[config.mk]
export PLATFORM = sky130hd
export DESIGN_NAME = scr_ctrl
export DESIGN_NICKNAME = d
export VERILOG_FILES = /design/src/hdl/stereo_convolution_reverb_macros.svh /design/src/hdl/scr_pkg.sv /design/src/hdl/scr_ctrl.sv
export SDC_FILE = /design/constraint.sdc
export NUM_CORES = 1
export LEC_CHECK = 0
export ABC_AREA = 0
export BUFFER_PORTS_ARGS = -buffer_cell sky130_fd_sc_hd__buf_2
export CORE_AREA = 2 2 39 41
export CTS_CLUSTER_DIAMETER = 30
export DETAILED_ROUTE_END_ITERATION = 12
export DIE_AREA = 0 0 41 43
export PLACE_DENSITY_LB_ADDON = 0.12
export SETUP_SLACK_MARGIN = 0.05
export SYNTH_ARGS = -nofsm -noshare
export SYNTH_HDL_FRONTEND = slang
export SYNTH_SLANG_ARGS = --single-unit
[constraint.sdc]
create_clock -name clk -period 1.3 [get_ports clk]
set_input_delay 0.13 -clock clk [delete_from_list [all_inputs] [get_ports clk]]
set_output_delay 0.13 -clock clk [all_outputs]
set_load 0.03 [all_outputs]
[src/hdl/stereo_convolution_reverb_macros.svh]
// ----------------------------------------------------------------------------
// stereo convolution reverb assertion macros
// shared concurrent assertion wrappers, clocked on clk
// ----------------------------------------------------------------------------
`ifndef STEREO_CONVOLUTION_REVERB_MACROS_SVH
`define STEREO_CONVOLUTION_REVERB_MACROS_SVH

// checked only outside reset
`define SCR_ASSERT(label, prop, msg) \
  label: assert property (@(posedge clk) disable iff (!rst_n) prop) else $error(msg);

// checked on every edge, reset included
`define SCR_ASSERT_ALWAYS(label, prop, msg) \
  label: assert property (@(posedge clk) prop) else $error(msg);

`endif

[src/hdl/scr_pkg.sv]
// ----------------------------------------------------------------------------
// scr_pkg
// shared types, codes and defaults of the stereo convolution reverb
// ----------------------------------------------------------------------------
package scr_pkg;

  localparam int unsigned MAX_TAPS_DEF    = 32768;
  localparam int unsigned SAMPLE_BITS_DEF = 16;
  localparam int unsigned TAP_BITS_DEF    = 18;
  localparam int unsigned TAP_INDEX_BITS  = 15;
  localparam int unsigned TAP_COUNT_BITS  = 16;
  localparam int unsigned CFG_ADDR_BITS   = 3;
  localparam int unsigned CFG_DATA_BITS   = 32;

  // register index, taken from the word address
  typedef enum logic [0:0] {
    REG_BYPASS    = 1'b0,
    REG_TAP_COUNT = 1'b1
  } reg_idx_t;

  // item kind on the input stream
  typedef enum logic [0:0] {
    REQ_SAMPLE = 1'b0,
    REQ_TAP    = 1'b1
  } req_t;

  typedef enum logic [2:0] {
    ST_IDLE,
    ST_HIST,
    ST_MAC,
    ST_ROUND,
    ST_DONE
  } state_t;

  // controller to datapath
  typedef struct packed {
    logic load;
    logic tap_wr;
    logic hist_wr;
    logic mac_start;
    logic issue;
    logic round;
    logic out_ld;
    logic byp;
  } dp_cmd_t;

  // datapath to controller
  typedef struct packed {
    logic issue_done;
    logic pipe_busy;
    logic out_busy;
  } dp_stat_t;

endpackage

[src/hdl/scr_ctrl.sv]
// ----------------------------------------------------------------------------
// scr_ctrl
// sequencer: accepts items, runs history write, mac sweep, rounding, output
// ----------------------------------------------------------------------------
module scr_ctrl (
  input  logic              clk,
  input  logic              rst_n,
  input  logic              in_valid,
  input  logic              in_req_type,
  input  logic              bypass,
  input  scr_pkg::dp_stat_t stat,
  output logic              in_ready,
  output scr_pkg::dp_cmd_t  cmd
);

  scr_pkg::state_t state_r, state_nxt;
  logic            byp_r, byp_nxt;

  always_ff @(posedge clk) begin
    if (!rst_n) begin
      state_r <= scr_pkg::ST_IDLE;
      byp_r   <= 1'b0;
    end else begin
      state_r <= state_nxt;
      byp_r   <= byp_nxt;
    end
  end

  always_comb begin
    state_nxt = state_r;
    byp_nxt   = byp_r;
    in_ready  = 1'b0;
    cmd       = '0;
    unique case (state_r)
      scr_pkg::ST_IDLE: begin
        in_ready = 1'b1;
        if (in_valid) begin
          if (scr_pkg::req_t'(in_req_type) == scr_pkg::REQ_TAP) begin
            cmd.tap_wr = 1'b1;
          end else begin
            cmd.load  = 1'b1;
            byp_nxt   = bypass;
            state_nxt = bypass ? scr_pkg::ST_DONE : scr_pkg::ST_HIST;
          end
        end
      end
      scr_pkg::ST_HIST: begin
        cmd.hist_wr   = 1'b1;
        cmd.mac_start = 1'b1;
        state_nxt     = scr_pkg::ST_MAC;
      end
      scr_pkg::ST_MAC: begin
        cmd.issue = !stat.issue_done;
        if (stat.issue_done && !stat.pipe_busy) begin
          state_nxt = scr_pkg::ST_ROUND;
        end
      end
      scr_pkg::ST_ROUND: begin
        cmd.round = 1'b1;
        state_nxt = scr_pkg::ST_DONE;
      end
      scr_pkg::ST_DONE: begin
        if (!stat.out_busy) begin
          cmd.out_ld = 1'b1;
          cmd.byp    = byp_r;
          state_nxt  = scr_pkg::ST_IDLE;
        end
      end
      default: begin
        state_nxt = scr_pkg::ST_IDLE;
      end
    endcase
  end

endmodule

* Word level (Yosys, flattened, before mapping)
Cells that the tools add are included.
** Storage, ports and cells
- Register bits :: 4
- Output and inout port bits :: 9
** Operators by class
- Equality and inequality tests :: 8
- Mux-type cells :: 16
- Bitwise operators :: 1
- Reduce and logical (&&, ||, !) cells :: 6
** Operators by type and width (count)
- $mux 3 :: 5
- $pmux 3 s5 :: 1
- $mux 2 :: 5
- $ne 2x2->1 const B :: 4
- $eq 3x2->1 const B :: 2
- $mux 1 :: 5
- $reduce_and 4->1 :: 1
- $eq 3x1->1 const B :: 1
- $eq 3x3->1 const B :: 1
- $logic_not 3->1 :: 1
- $reduce_and 3->1 :: 1
- $logic_not 1->1 :: 2
- $logic_and 1x1->1 :: 1
- $not 1->1 :: 1

* Depth between registers and ports, before layout
- Depth after elaboration :: 4
- Mapped depth :: 4
- Mapped depth without buffers :: 3

* Worst setup path after synthesis
Ideal clock, no wire load.
- Path type :: reg2out
- Start :: register state_r[2]
- End :: output cmd[6] in the netlist's numbering
- Data arrival time :: 1625 ps
- Data required time :: 1170 ps
- Path slack :: -455 ps
- Cell stages (with the launch flop) :: 4
- Buffers on the path :: 1
- Path through :: dfxtp_1 > buf_2 > nor3_1 > and3_2
** RTL lines
- from (decl) :: RTL line scr_ctrl.sv:16 : scr_pkg::state_t state_r, state_nxt;
- from (signal assigned) :: RTL line scr_ctrl.sv:21 : state_r <= scr_pkg::ST_IDLE;
- from (signal assigned) :: RTL line scr_ctrl.sv:24 : state_r <= state_nxt;
- to (decl) :: RTL line scr_ctrl.sv:13 : output scr_pkg::dp_cmd_t cmd

==> impl_metrics.toml <==
[yosys]
synth-edff-count = 0
ys.warnings.count = 0
ys_seq_elements = 4
syn_area_sq_um = 282
synth_area_per_cell_sq_um = 9.71
post-synth-top-count-cell = "dfxtp_1"
netlist.area_leader.share_pct = 28.4
synth-xor-area-share_pct = 3.11
synth_compound_area_share_pct = 18.2
synth_mux_area_share_pct = 0
ys_async_sr_fraction_pct = 0
synth.area.top_cells = "dfxtp_1 (28%), a2111oi_4 (9.8%), a21oi_1 (5.3%)"
synth_top_area_cell = "dfxtp_1"
synth_fa_ha_area_share_pct = 0
syn_inst = 29
ys_seq_area_share_pct = 28.4
synthSimpleGateAreaFrac_pct = 37.8
synth-main-ff-cell = "dfxtp_1"
synth_top_family_by_area = "simple AND/OR/NAND/NOR gates"
syn_nets = 37
yosys.cell_types.count = 21
synth.top_cells.by_count = "dfxtp_1 (4), a21oi_1 (3), buf_4 (2), nor3_1 (2), nor3b_1 (2)"

[drt]
post-route-drc-count = 0
dr.pass1.iters = 2
post_drt_wl_per_cell_microns = 10.9
vias_per_cell = 4.46
postRouteAntennaNets = 0
wl_microns = 708
vias = 290
drtIter0Drc = 3

[power]
powerDensity_mw_per_mm2 = 754
finalPower_uw = 396
leakage_nw = 0.217
ir_drop_v = 0.000360

[layout]
area_delta_synth_final_pct = 86.7
drive_gt1_share_pct = 79.6
final_cells = 65
layout.nets = 59
post-route-util_pct = 38.0
antenna_cells = 0

[clock_network]
cts_root_buf = "clkbuf_4"
numClockSinks = 4
clkSlewWorstSetupHoldPaths_ns = 0.03
h-tree-depth = 1
postCtsHoldBufs = 0
clk_path_buf_depth = 2
clock_latency_ns = 0.22
cts_tree = "done"
cts_buffers = 3

[timing]
drv_slew = 0
setup_viol = 2
fin_ws_ns = -0.0215
finalClockSkew_ns = 0.000381
max_freq_mhz = 757
rsz0062_at_grt = "true"
hold_violations = 0
slew_headroom_pct = 82.5
worst_slew_pin_slew_ns = 0.259
period_minus_slack_ns = 1.32
post-route-period-util_pct = 102

[worst_hold_path]
hold_class = "input pin to register"

[worst_setup_path]
cp.arrival_ns = 1.19
worst_ep_required_time_ns = 1.17
cp_max_fo = 5
start_kind = "register"
critPathKind = "register to output pin"
cp-end-kind = "output pin"

[outcome]
violations = "setup timing"
status = "finished, violations left"

[floorplanning]
io_pins = 17
row_count = 14
core_area_sq_mm = 0.00138
die_area_sq_mm = 0.00176
die_x_microns = 41
die_h_microns = 43
start_util_pct = 20.3

[global_route]
grt_max_degree = 6
antenna_found_initial = 0
grt_first_pass_wirelength_microns = 966
grt_usage_pct = 8.33
grt_pass1_vias = 233
overflow = 0

[placed_design]
dp.cells = 61
io_buffers = 16
gp_congestion = 0.679

[run]
drv_cap = 0
routing by layer:
metal  GRT usage (%)  wire length [microns]
met3            1.57                     76
met5               0                      0
met2            11.6                    346
met1            10.9                    285
met4            6.00                      0
per-stage QoR:
step                      hold slack [ns]  cell area (sq um)  setup slack [ns]  setup TNS [ns]
after detailed placement            0.435                412            0.0918               0
final                               0.199                526           -0.0215         -0.0389
after CTS                           0.198                499           -0.0359         -0.0551
after global placement              0.423                412             0.100               0
after floorplan                     0.324                315            -0.126          -0.195
after global routing                0.221                526           -0.0774          -0.206
worst max-delay path, stage by stage (launching register included):
cell and delay (ns):
dfxtp_4 0.37, nor3b_4 0.18, and2b_2 0.16, and2_4 0.13, buf_6 0.12
cell type report:
class,instances,area [sq um]
multi-input combinational,20,230
tap,16,20.0
clock buffer,3,22.5
sequential,4,91.3
fill,145,858
inverter,1,3.75
timing repair buffer,21,158
cell usage in the layout, fill, tap and decap left out, types with 2 or more instances in the layout:
cell type,netlist,final
a21oi_1,3,3
buf_4,2,6
nor3b_4,0,2
buf_2,1,9
buf_6,1,6
clkbuf_4,0,3
dfxtp_4,0,3
worst paths after layout:
path,from,cells past startpoint,end,slack [ns]
setup / recovery,state_r[2],4,cmd[0],-0.02
hold / removal,stat[0],3,state_r[2],0.20
setup reg to reg,state_r[1],2,state_r[0],0.16
hold reg to reg,byp_r,2,byp_r,0.47
kinds of logic after synthesis:
group,Yosys count
AO/OA/AOI/OAI,5
XOR/XNOR,1
buffers and inverters,5
flip-flops,4
AND/OR/NAND/NOR,14
repair_timing:
item | in CTS | in global routing
pin swaps | 5 | 2
buffers inserted | 1 | 0
resized for setup | 20 | 5
setup endpoints to repair | 8 | 8
hold endpoints to repair | 0 | 0
where the power goes:
group / switching (mW) / total, mW / leakage (nW) / internal [mW]
clock: 0.0398 / 0.142 / 0.0138 / 0.102
sequential: 0.00978 / 0.136 / 0.0348 / 0.126
combinational: 0.0603 / 0.118 / 0.168 / 0.0577
total: 0.110 / 0.396 / 0.217 / 0.286
sequential cells by signal, summed over array words and instances (netlist names):
| register | cells |
|---|---|
| byp_r | 1 |
| state_r | 3 |
No activity file was read; power rests on OpenSTA's default activity.
